==> src/rtl/core/lhbp_pkg.sv <==
// types, constants and counter functions of the local history branch predictor
// no dependencies; used by all predictor modules
package lhbp_pkg;

	localparam int PC_INDEX_BITS = 15;
	localparam int HISTORY_BITS  = 5;
	localparam int PC_W          = 32;
	localparam int HIST_DEPTH    = 2 ** PC_INDEX_BITS;
	localparam int PAT_DEPTH     = 2 ** HISTORY_BITS;
	localparam int S_TDATA_W     = ((PC_W + 1 + 7) / 8) * 8;
	localparam int M_TDATA_W     = 8;

	typedef logic [PC_INDEX_BITS-1:0] slot_t;
	typedef logic [HISTORY_BITS-1:0]  hist_t;
	typedef logic [1:0]               ctr_t;

	// counter codes
	localparam ctr_t CTR_STRONG_TAKEN     = 2'd0;
	localparam ctr_t CTR_WEAK_TAKEN       = 2'd1;
	localparam ctr_t CTR_WEAK_NOT_TAKEN   = 2'd2;
	localparam ctr_t CTR_STRONG_NOT_TAKEN = 2'd3;

	typedef enum logic [1:0] {
		ST_CLEAR,
		ST_IDLE,
		ST_LOOKUP
	} state_t;

	// counter update request to the pattern table
	typedef struct packed {
		logic  en;
		hist_t idx;
		logic  taken;
	} pat_upd_t;

	function automatic logic ctr_predict(ctr_t c);
		return (c < CTR_WEAK_NOT_TAKEN);
	endfunction

	// saturating move toward taken or not taken
	function automatic ctr_t ctr_train(ctr_t c, logic taken);
		ctr_t r;
		r = c;
		if (taken) begin
			if (c != CTR_STRONG_TAKEN) r = c - ctr_t'(1);
		end else begin
			if (c != CTR_STRONG_NOT_TAKEN) r = c + ctr_t'(1);
		end
		return r;
	endfunction

	// shift the outcome in at the low end
	function automatic hist_t next_history(hist_t h, logic taken);
		return hist_t'({h, taken});
	endfunction

endpackage

==> src/rtl/core/lhbp_pattern_table.sv <==
// shared table of 2-bit saturating counters indexed by branch history
// depends on lhbp_pkg
module lhbp_pattern_table (
	input  logic               clk,
	input  logic               arst_n,
	input  lhbp_pkg::hist_t    rd_idx,
	output lhbp_pkg::ctr_t     rd_ctr,
	input  lhbp_pkg::pat_upd_t upd
);

	lhbp_pkg::ctr_t ctr_q [lhbp_pkg::PAT_DEPTH];

	// combinational lookup
	assign rd_ctr = ctr_q[rd_idx];

	// counter update, cleared to strongly taken at reset
	always_ff @(posedge clk or negedge arst_n) begin
		if (!arst_n) begin
			for (int i = 0; i < lhbp_pkg::PAT_DEPTH; i++) begin
				ctr_q[i] <= lhbp_pkg::CTR_STRONG_TAKEN;
			end
		end else if (upd.en) begin
			ctr_q[upd.idx] <= lhbp_pkg::ctr_train(ctr_q[upd.idx], upd.taken);
		end
	end

endmodule

==> config.mk <==
export PLATFORM = sky130hd
export DESIGN_NAME = lhbp_pattern_table
export DESIGN_NICKNAME = d
export VERILOG_FILES = /design/src/rtl/core/lhbp_pkg.sv /design/src/rtl/core/lhbp_pattern_table.sv
export SDC_FILE = /design/constraint.sdc
export NUM_CORES = 1
export LEC_CHECK = 0
export BUFFER_PORTS_ARGS = -buffer_cell sky130_fd_sc_hd__buf_2
export CAP_MARGIN = 20
export CORE_MARGIN = 1.5
export CORE_UTILIZATION = 31
export DETAILED_ROUTE_END_ITERATION = 7
export PLACE_DENSITY = 0.44
export SYNTH_ARGS = -nofsm -noshare
export SYNTH_HDL_FRONTEND = slang
export SYNTH_SLANG_ARGS = --single-unit
==> constraint.sdc <==
create_clock -name clk -period 5.07 [get_ports clk]
set_clock_uncertainty 0.05 [all_clocks]
set_input_delay 0.2535 -clock clk [delete_from_list [all_inputs] [get_ports clk]]
set_output_delay 0.2535 -clock clk [all_outputs]
set_load 0.01 [all_outputs]
## Yosys cells after proc, flatten, opt, wreduce, memory -nomap -nowiden

Cells that the tools add are included.

- Register bits: 64
- Bits of input ports: 14
- Output and inout bits: 2
- Logic and storage cells: 55

- Add/subtract/negate cells: 2
- $lt $le $gt $ge: 3
- Equality and inequality tests: 1
- Mux-type cells: 13
- Bitwise gates (word level): 2
- Reduce and logical (&&, ||, !) cells: 2

Operators with widths:

| kind | number |
|---|---|
| $bwmux W64 | 1 |
| $bmux W2 S5 | 2 |
| $mux W2 | 9 |
| $ge A6 B6 Y1 const B | 2 |
| $not A5 Y6 | 2 |
| $demux W2 S5 | 1 |
| $lt A6 B1 Y1 const B | 1 |
| $add A2 B1 Y2 const B | 1 |
| $ne A2 B2 Y1 const B | 1 |
| $reduce_bool A2 Y1 | 1 |
| $sub A2 B1 Y2 const B | 1 |
| $logic_and A1 B1 Y1 | 1 |

## Depth between registers and ports, before layout

Gate-level depths: netlist (run 1).

- Word-level depth: 9
- Depth in mapped cells: 10
- Mapped depth without buffers: 6

## Least setup slack after synthesis (run 1)

OpenSTA, ideal clock, no wires.

- Path type: input to output
- Start point: input rd_idx[0]
- End point: output rd_ctr[1]
- Arrival time: 2482 ps
- Data required time: 4766 ps
- Setup slack: 2284 ps
- Cell stages on the path: 5
- Path buffers: 2
- Cells stage by stage: clkbuf_1 buf_1 mux4_2 mux4_2 mux2_2

- Longest elaborated chain between the ends: 4

Ends and longest elaborated chain:

| item | RTL line | text |
|---|---|---|
| start, declared | lhbp_pattern_table.sv:6 | `input lhbp_pkg::hist_t rd_idx,` |
| $not A5 Y6 (implied by the code) | lhbp_pattern_table.sv:14 | `assign rd_ctr = ctr_q[rd_idx];` |
| $bmux W2 S5 | lhbp_pattern_table.sv:14 |  |
| $mux W2 (implied by the code) (2 in series) | lhbp_pattern_table.sv:14 |  |
| end, declared | lhbp_pattern_table.sv:7 | `output lhbp_pkg::ctr_t rd_ctr,` |

Every way passes these cells. The select of a mux whose other input is x is not followed.

## Worst setup path in the final report (run 1)

- Start point: input upd[2] in the netlist's numbering
- End point: register ctr_q[17] in the netlist's numbering

- Longest elaborated chain between the ends: 9
- Elaborated cells on any way between the ends: 18

Ends and longest elaborated chain:

| item | RTL line | text |
|---|---|---|
| start, declared | lhbp_pattern_table.sv:8 | `input lhbp_pkg::pat_upd_t upd` |
| $not A5 Y6 (implied by the code) * | lhbp_pattern_table.sv:23 | `ctr_q[upd.idx] <= lhbp_pkg::ctr_train(ctr_q[upd.idx], upd.taken);` |
| $bmux W2 S5 | lhbp_pattern_table.sv:23 |  |
| $mux W2 (implied by the code) (2 in series) | lhbp_pattern_table.sv:23 |  |
| $add A2 B1 Y2, or another cell as far along | lhbp_pkg.sv:47 | `if (c != CTR_STRONG_NOT_TAKEN) r = c + ctr_t'(1);` |
| $mux W2, on equally long branches | lhbp_pkg.sv:47, lhbp_pkg.sv:45 |  |
| $mux W2 | lhbp_pkg.sv:44 | `if (taken) begin` |
| $mux W2 | lhbp_pattern_table.sv:22 | `end else if (upd.en) begin` |
| $bwmux W64 * | lhbp_pattern_table.sv:23 |  |
| end signal, assigned by index | lhbp_pattern_table.sv:20 | `ctr_q[i] <= lhbp_pkg::CTR_STRONG_TAKEN;` |
| end signal, assigned by index | lhbp_pattern_table.sv:23 |  |
| end, declared | lhbp_pattern_table.sv:11 | `lhbp_pkg::ctr_t ctr_q [lhbp_pkg::PAT_DEPTH];` |

Mark *: on every way between the ends. The rest lies on a longest branch, timed or not. The select of a mux whose other input is x is not followed.
A chain may end at the register's enable or synchronous reset.

==> results of run 1 <==
==> synthesized netlist by cell type (2+ instances only) <==
master	instances
or3_1	4
buf_1	3
clkbuf_1	8
mux2_2	70
nor3_1	3
nand3_1	6
nor2_1	21
o221ai_1	5
a22oi_1	2
mux4_2	24
nand2_1	21
buf_6	3
buf_2	7
nor3b_1	3
dfrtp_1	64
or3b_2	3
nand4b_1	2
nand3b_1	5
mux2i_1	20
inv_1	4
o22ai_1	5
maj3_2	2
==> area by class of cell <==
cell class / instances / share of cell area, %
Timing Repair Buffer: 17 / 2.13
Clock inverter: 4 / 1.07
Sequential cell: 64 / 37.9
Clock buffer: 11 / 5.75
Tap cell: 147 / 4.36
Inverter: 4 / 0.356
Multi-Input combinational cell: 206 / 48.4
==> layer usage <==
layer  global-route usage (%)  part of all wire, %  routed length (um)  up-vias
met4                     5.00                  1.2                 120        0
met1                     24.5                   50                4940     1327
met2                     25.1                   46                4530       50
li1                         -                    -                   -     1138
met5                        0                    0                   0        -
met3                     2.71                  3.6                 361       10
==> worst max-delay path, stage by stage <==
cell,delay (ns)
buf_2,0.44
buf_4,0.37
mux4_2,0.55
nor2_1,0.10
o41ai_1,0.09
or3_1,0.33
maj3_2,0.55
mux2_2,0.36
==> worst min-delay path by stage <==
stage,depth (start not counted),slack (ns),startpoint,to
after floorplan,0,-0.09,arst_n,ctr_q[0]
after global placement,2,0.45,arst_n,ctr_q[52]
after detailed placement,2,0.45,arst_n,ctr_q[52]
after CTS,2,0.10,arst_n,ctr_q[52]
after global routing,2,0.15,arst_n,ctr_q[53]
final,2,0.07,arst_n,ctr_q[30]
==> cell families (layout without fill, tap and decap cells) <==
logic type	Yosys count	count (layout)	share of synthesized area, %
buffers and inverters	26	36	3.51
adders and majority gates	2	2	0.596
muxes	114	114	40.5
and+or+nand+nor	72	72	9.44
DFF	64	64	42.4
AOI/OAI and AO/OA	18	18	3.61
==> power groups by stage <==
stage / combinational [mW] / sequential [mW] / clock [mW]
global route: 0.503 / 0.789 / 0.646
detailed placement: 0.469 / 0.777 / 0
global placement: 0.463 / 0.782 / 0
finish: 0.463 / 0.768 / 0.609
floorplan: 0.362 / 0.730 / 0
CTS: 0.470 / 0.769 / 0.620
==> metrics by stage <==
| step | power, mW | hold WS (ns) | setup WS, ns |
|---|---|---|---|
| floorplan | 1.09 | -0.0921 | 2.28 |
| global placement | 1.24 | 0.454 | 1.83 |
| detailed placement | 1.25 | 0.448 | 1.81 |
| CTS | 1.86 | 0.104 | 2.13 |
| global route | 1.94 | 0.146 | 1.99 |
| finish | 1.84 | 0.0677 | 2.14 |
==> flow_summary.rst, run 1 <==
.. list-table::
   :header-rows: 1

   * - Metric
     - Value
   * - Critical path class
     - in2reg
   * - Power density over the cells
     - 436 nW/um^2
   * - Largest area contributor in the synthesized netlist
     - dfrtp_1
   * - Weighted congestion reported at the end of routability-driven placement
     - 0.831
   * - Endpoint class of the critical path
     - flip-flop
   * - Net count after synthesis
     - 310
   * - Synthesized cell area
     - 3780 sq um
   * - Placed instance count
     - 438
   * - Total of endpoints with negative setup slack in the final report
     - 0
   * - Antenna Nets Post-Route
     - 0
   * - Most frequent cells in the layout
     - mux2_2, dfrtp_1, mux4_2
   * - Clock slew at the register clock pins of the worst setup and hold paths
     - 0.05 ns
   * - Placement row count
     - 40
   * - Cell Count, Final, Fillers Out
     - between 400 and 500
   * - Async set or reset register ratio after synthesis
     - 100%
   * - Crit path time final
     - 2.93 ns
   * - Total area of sequential cells
     - around 1600 sq um
   * - Y dimension of the die
     - 113 um
   * - Vias per Instance
     - about 5.6
   * - Count of buffers added by post-CTS timing repair for setup
     - 0
   * - Net switching component of the power
     - 0.536 mW
   * - Synth warn
     - 0
   * - Sequential share of the synthesized area
     - 42.4%
   * - Number of synthesized flops with an enable pin
     - 0
   * - Layout area overhead
     - 11.8%
   * - Fin Setup TNS
     - 0 ns
   * - Top-level I/O count
     - 16
   * - Most used flip-flop cell after synthesis
     - dfrtp_1
   * - Crit path launch type
     - input port
   * - Core Area
     - 12000 sq um
   * - Clock tree root driver cell
     - clkbuf_16
   * - DRC violation count after routing
     - 0
   * - Static Leakage
     - between 1.5 and 2 nW
   * - Top-area cell type share of the netlist area
     - about 42%
   * - Share of total power in sequential cells
     - approximately two fifths
   * - Filler cell count in the final layout
     - between 1000 and 1500
   * - Reg2Reg Capture Point
     - ctr_q[17]
   * - Beginning of the critical path
     - upd[2]
   * - Max clock buf depth
     - 2
   * - Sink count of the clock tree
     - between 60 and 70
   * - Flop and latch count out of synthesis
     - 64
   * - First-pass GRT wire length
     - 15.8 mm
   * - Total wire length
     - 9.95 mm
   * - H-tree depth reported by CTS
     - 3
   * - Largest registers in the final layout
     - ctr_q (64)
   * - Violation count after the first detailed-routing iteration
     - 199
   * - Flip-flop count of the largest register after layout
     - 64
   * - Worst Path Max Fanout
     - 32
   * - Cell area after placement
     - ~4000 sq um
   * - Total congestion overflow
     - 0
   * - Hold_buf cts
     - 0
   * - Count of input and output buffers
     - 15
   * - Initial antenna violation count
     - 0
   * - Internal Dissipation
     - roughly 1.3 mW
   * - Placed wire-length estimate after detailed placement
     - 6.97 mm
   * - Data required time of the worst path
     - roughly 5.2 ns
   * - Synth area leaders
     - dfrtp_1, mux2_2, mux4_2
   * - Multi-input gate area
     - slightly above 2000 sq um
   * - Outcome
     - finished, final reports clean
   * - Slew at the pin closest to its max-slew limit
     - 0.824 ns
   * - Startpoint of the most critical register-to-register path
     - ctr_q[18]
   * - Final worst-path cycle share
     - 57.9%
   * - Synth Area per Inst
     - between 10 and 15 sq um
   * - Number of max-cap violations
     - 0
   * - Hold Vio Cnt, Final
     - 0
   * - Worst skew pair latency
     - 0.33 ns
   * - Hold Path Class
     - in2async
   * - Clock network fraction of total power
     - 33.1%
   * - Final net count
     - 316
   * - RSZ-0062 raised after global routing
     - no
   * - First-pass DRT Iterations
     - 4
   * - Worst reg2reg path depth
     - 6
   * - Arrival time reported for the critical path endpoint
     - 3.09 ns
   * - Wirelength per Cell
     - 22.0 um
   * - Die ar.
     - 12900 sq um
   * - Worst setup path endpoint
     - ctr_q[17]
   * - Antenna cells
     - 0
   * - Clock tree from TritonCTS
     - done
   * - Flop-to-flop setup slack
     - 2.44 ns
   * - Max frequency
     - between 300 and 400 MHz
   * - Largest register by flop count
     - ctr_q
   * - # resized after CTS
     - 0
   * - Starting Density
     - 31.6%
   * - Gate power share
     - between 20% and 30%
   * - Largest net degree at the start of global routing
     - 65
   * - Post-synthesis instance total
     - 296
   * - VDD IR-drop max
     - approximately 0.16 mV
   * - Most common cell after layout, fill and taps aside
     - mux2_2
   * - Max-slew headroom at the worst pin
     - between 40% and 50%
   * - Fraction of final layout cells sized beyond drive strength 1
     - between 40% and 50%
   * - Summed area of non-filler cells in the final layout
     - 4220 sq um
   * - Number of max-slew violations in the final report
     - 0
   * - Total track usage
     - between 10% and 20%
   * - CTS buffer count
     - 9
   * - Switching part of the total
     - 29.1%
   * - Via count of the routed design
     - 2525
   * - Post-route core utilization
     - 35.3%
   * - Die span in x
     - 113 um
   * - Count of cell types in the netlist
     - 33
   * - Number of global-route vias before repair
     - 2593
(Power assumes the default switching activity.)
==> run 2, diff against run 1 <==
--- a/config.mk
+++ b/config.mk
@@ -5,12 +5,13 @@
 export SDC_FILE = /design/constraint.sdc
 export NUM_CORES = 1
 export LEC_CHECK = 0
+export ABC_AREA = 1
 export BUFFER_PORTS_ARGS = -buffer_cell sky130_fd_sc_hd__buf_2
 export CAP_MARGIN = 20
 export CORE_MARGIN = 1.5
 export CORE_UTILIZATION = 31
 export DETAILED_ROUTE_END_ITERATION = 7
-export PLACE_DENSITY = 0.44
+export PLACE_DENSITY = 0.45
 export SYNTH_ARGS = -nofsm -noshare
 export SYNTH_HDL_FRONTEND = slang
 export SYNTH_SLANG_ARGS = --single-unit
==> constraint.sdc (replaced) <==
create_clock -name clk -period 2.5 [get_ports clk]
set_clock_uncertainty 0.05 [all_clocks]
set_input_delay 0.125 -clock clk [delete_from_list [all_inputs] [get_ports clk]]
set_output_delay 0.125 -clock clk [all_outputs]
set_load 0.01 [all_outputs]
==> flow_summary.rst, run 2 <==
.. list-table::
   :header-rows: 1

   * - Metric
     - Value
   * - H-tree depth reported by CTS
     - 3 (unchanged)
   * - Layout area overhead
     - 13.2%
   * - Antenna cells
     - 0 (unchanged)
   * - Largest area contributor in the synthesized netlist
     - dfrtp_1
   * - Max-slew headroom at the worst pin
     - 58.5% (+13 points)
   * - Y dimension of the die
     - 118 um (+4.3%)
   * - Clock tree from TritonCTS
     - done
   * - Largest register by flop count
     - ctr_q
   * - Max frequency
     - 528 MHz
   * - Total of endpoints with negative setup slack in the final report
     - 0 (unchanged)
   * - Beginning of the critical path
     - rd_idx[1]
   * - Count of buffers added by post-CTS timing repair for setup
     - 0 (unchanged)
   * - Placed instance count
     - 834 (+90%)
   * - Most used flip-flop cell after synthesis
     - dfrtp_1
   * - Antenna Nets Post-Route
     - 0 (unchanged)
   * - Via count of the routed design
     - 4108 (+63%)
   * - Number of max-cap violations
     - 0 (unchanged)
   * - First-pass DRT Iterations
     - 5 (+1)
   * - Count of input and output buffers
     - 15 (unchanged)
   * - Fraction of final layout cells sized beyond drive strength 1
     - 7.81% (-35 points)
   * - Core Area
     - 12800 sq um (+6.8%)
   * - Cell area after placement
     - 4340 sq um (+10%)
   * - Clock slew at the register clock pins of the worst setup and hold paths
     - 0.05 ns (about the same)
   * - Worst Path Max Fanout
     - 17 (-47%)
   * - Static Leakage
     - 2.46 nW (+40%)
   * - Final worst-path cycle share
     - 75.8%
   * - Number of global-route vias before repair
     - 3939 (+52%)
   * - Vias per Instance
     - 4.83 (-13%)
   * - Outcome
     - finished, final reports clean
   * - Number of synthesized flops with an enable pin
     - 0 (unchanged)
   * - Initial antenna violation count
     - 0 (unchanged)
   * - Worst setup path endpoint
     - rd_ctr[0]
   * - Flip-flop count of the largest register after layout
     - 64 (unchanged)
   * - Clock tree root driver cell
     - clkbuf_16
   * - Flop and latch count out of synthesis
     - 64 (unchanged)
   * - Synth area leaders
     - dfrtp_1, nand2_1, nor2_1
   * - Synthesized cell area
     - 4120 sq um (+9.1%)
   * - Data required time of the worst path
     - 2.33 ns (-2.90 ns)
   * - Wirelength per Cell
     - 15.4 um (-30%)
   * - Worst reg2reg path depth
     - 13 (+7)
   * - Synth warn
     - 0 (unchanged)
   * - Startpoint of the most critical register-to-register path
     - ctr_q[47]
   * - Most common cell after layout, fill and taps aside
     - nand2_1
   * - Violation count after the first detailed-routing iteration
     - 289 (+45%)
   * - Total wire length
     - 13.1 mm (+32%)
   * - Top-level I/O count
     - 16 (unchanged)
   * - Largest net degree at the start of global routing
     - 39 (-40%)
   * - Placement row count
     - 41 (+2.5%)
   * - Sequential share of the synthesized area
     - 38.9% (-3.5 points)
   * - Net count after synthesis
     - 675 (+120%)
   * - Sink count of the clock tree
     - 64 (unchanged)
   * - Async set or reset register ratio after synthesis
     - 100% (unchanged)
   * - Power density over the cells
     - 700 nW/um^2 (+61%)
   * - Slew at the pin closest to its max-slew limit
     - 0.621 ns (-0.203 ns)
   * - Most frequent cells in the layout
     - nand2_1, nor2_1, dfrtp_1
   * - Largest registers in the final layout
     - ctr_q (64)
   * - Top cells by instance count after synthesis
     - nand2_1, nor2_1, dfrtp_1
   * - Placed wire-length estimate after detailed placement
     - 8.95 mm (+28%)
   * - Post-synthesis instance total
     - 661 (+120%)
   * - Highest cell delay on the worst timing path
     - 0.46 ns (-0.09 ns)
   * - Endpoint class of the critical path
     - output pin
   * - Arrival time reported for the critical path endpoint
     - 1.72 ns (-1.37 ns)
   * - Synth Area per Inst
     - 6.24 sq um (-51%)
   * - Crit path launch type
     - input port
   * - RSZ-0062 raised after global routing
     - no
   * - Critical path class
     - in2out
   * - Max clock buf depth
     - 2 (unchanged)
   * - Die ar.
     - 14000 sq um (+8.8%)
   * - Leading cell type by number of instances after synthesis
     - nand2_1
   * - Top-area cell type share of the netlist area
     - 38.9% (-3.5 points)
   * - Crit path time final
     - approximately 1.9 ns
   * - Filler cell count in the final layout
     - 1382 (+19%)
   * - Starting Density
     - 32.3% (+0.68 points)
   * - CTS buffer count
     - 9 (unchanged)
   * - Fin Setup TNS
     - 0 ns (unchanged)
   * - Hold Slack
     - 0.328 ns (+0.260 ns)
   * - Post-route core utilization
     - 36.5% (+1.2 points)
   * - Reg2Reg Capture Point
     - ctr_q[2]
   * - Worst skew pair latency
     - 0.34 ns (about the same)
   * - VDD IR-drop max
     - 0.507 mV (+220%)
   * - DRC violation count after routing
     - 0 (unchanged)
   * - First-pass GRT wire length
     - 21.4 mm (+36%)
   * - Count of cell types in the netlist
     - 23 (-30%)
   * - Summed area of non-filler cells in the final layout
     - 4670 sq um (+11%)
   * - Flop-to-flop setup slack
     - 0.82 ns (-1.62 ns)
   * - Hold Path Class
     - in2async
   * - Total track usage
     - 19.8% (+3.3 points)
   * - Weighted congestion reported at the end of routability-driven placement
     - 0.797 (-4.1%)
   * - Total congestion overflow
     - 0 (unchanged)
   * - Final net count
     - 688 (+120%)
   * - Worst path cell trace
     - buf_2, inv_1, o21ai_0, o211ai_1, nand3_1, nand3_1, o21a_1, buf_2
   * - Cell Count, Final, Fillers Out
     - 851 (+88%)
   * - Number of max-slew violations in the final report
     - 0 (unchanged)
   * - Hold Vio Cnt, Final
     - 0 (unchanged)
   * - Slowest library cell on the worst path
     - inv_1
   * - Die span in x
     - 118 um (+4.3%)
run 2: final cells by class:
cell class	instances	area (sq um)	share of cell area, %
clock buffer	14	284	6.09
tap	172	215	4.61
inverter	58	218	4.66
timing repair buffer	30	190	4.08
clock inverter	2	35.0	0.751
sequential	64	1600	34.3
multi-input combinational	511	2120	45.5
run 2: stage by stage:
stage	setup slack, ns	power (mW)
finish	0.606	3.27
global route	0.524	3.46
CTS	0.647	3.31
detailed placement	0.442	1.95
global placement	0.454	1.94
floorplan	1.03	1.73
run 2: per-layer routing:
metal,up-vias,share of wire [%],global-route usage [%]
met5,-,0,0
met4,0,2.0,7.77
met3,18,5.6,3.96
met2,108,44,29.9
li1,2079,-,-
met1,1903,48,27.7
run 2: repair_timing:
| item | 4_1_cts | 5_1_grt |
|---|---|---|
| hold buffers | 1 | 0 |
| gates resized for setup | 0 | 0 |
| endpoints found under the hold margin | 37 | 0 |
run 2: worst max-delay path, delay by kind of cell:
| family | cells | cell delay (ns) |
|---|---|---|
| buffers and inverters | 3 | 0.71 |
| AND/OR/NAND/NOR | 2 | 0.28 |
| AO/OA/AOI/OAI | 3 | 0.61 |
run 2: cells by family (layout without fill, tap and decap cells):
kind of cell / count (synthesis) / in the layout / synth area share (%)
and+or+nand+nor: 455 / 455 / 43.5
buffers and inverters: 86 / 104 / 9.62
DFF: 64 / 64 / 38.9
AOI/OAI and AO/OA: 56 / 56 / 8.01
run 2: power by group:
| group | leakage [nW] | internal, mW | switching [mW] |
|---|---|---|---|
| Combinational | 1.44 | 0.208 | 0.417 |
| Clock | 0.159 | 0.879 | 0.459 |
| Sequential | 0.859 | 1.18 | 0.126 |
run 2: worst min path at each step:
stage	to	slack [ns]	depth (start not counted)
2_1_floorplan	ctr_q[0]	-0.22	0
3_3_place_gp	ctr_q[36]	0.16	2
3_5_place_dp	ctr_q[32]	0.17	2
4_1_cts	ctr_q[48]	0.31	6
5_1_grt	ctr_q[50]	0.37	6
6_report	ctr_q[38]	0.33	3
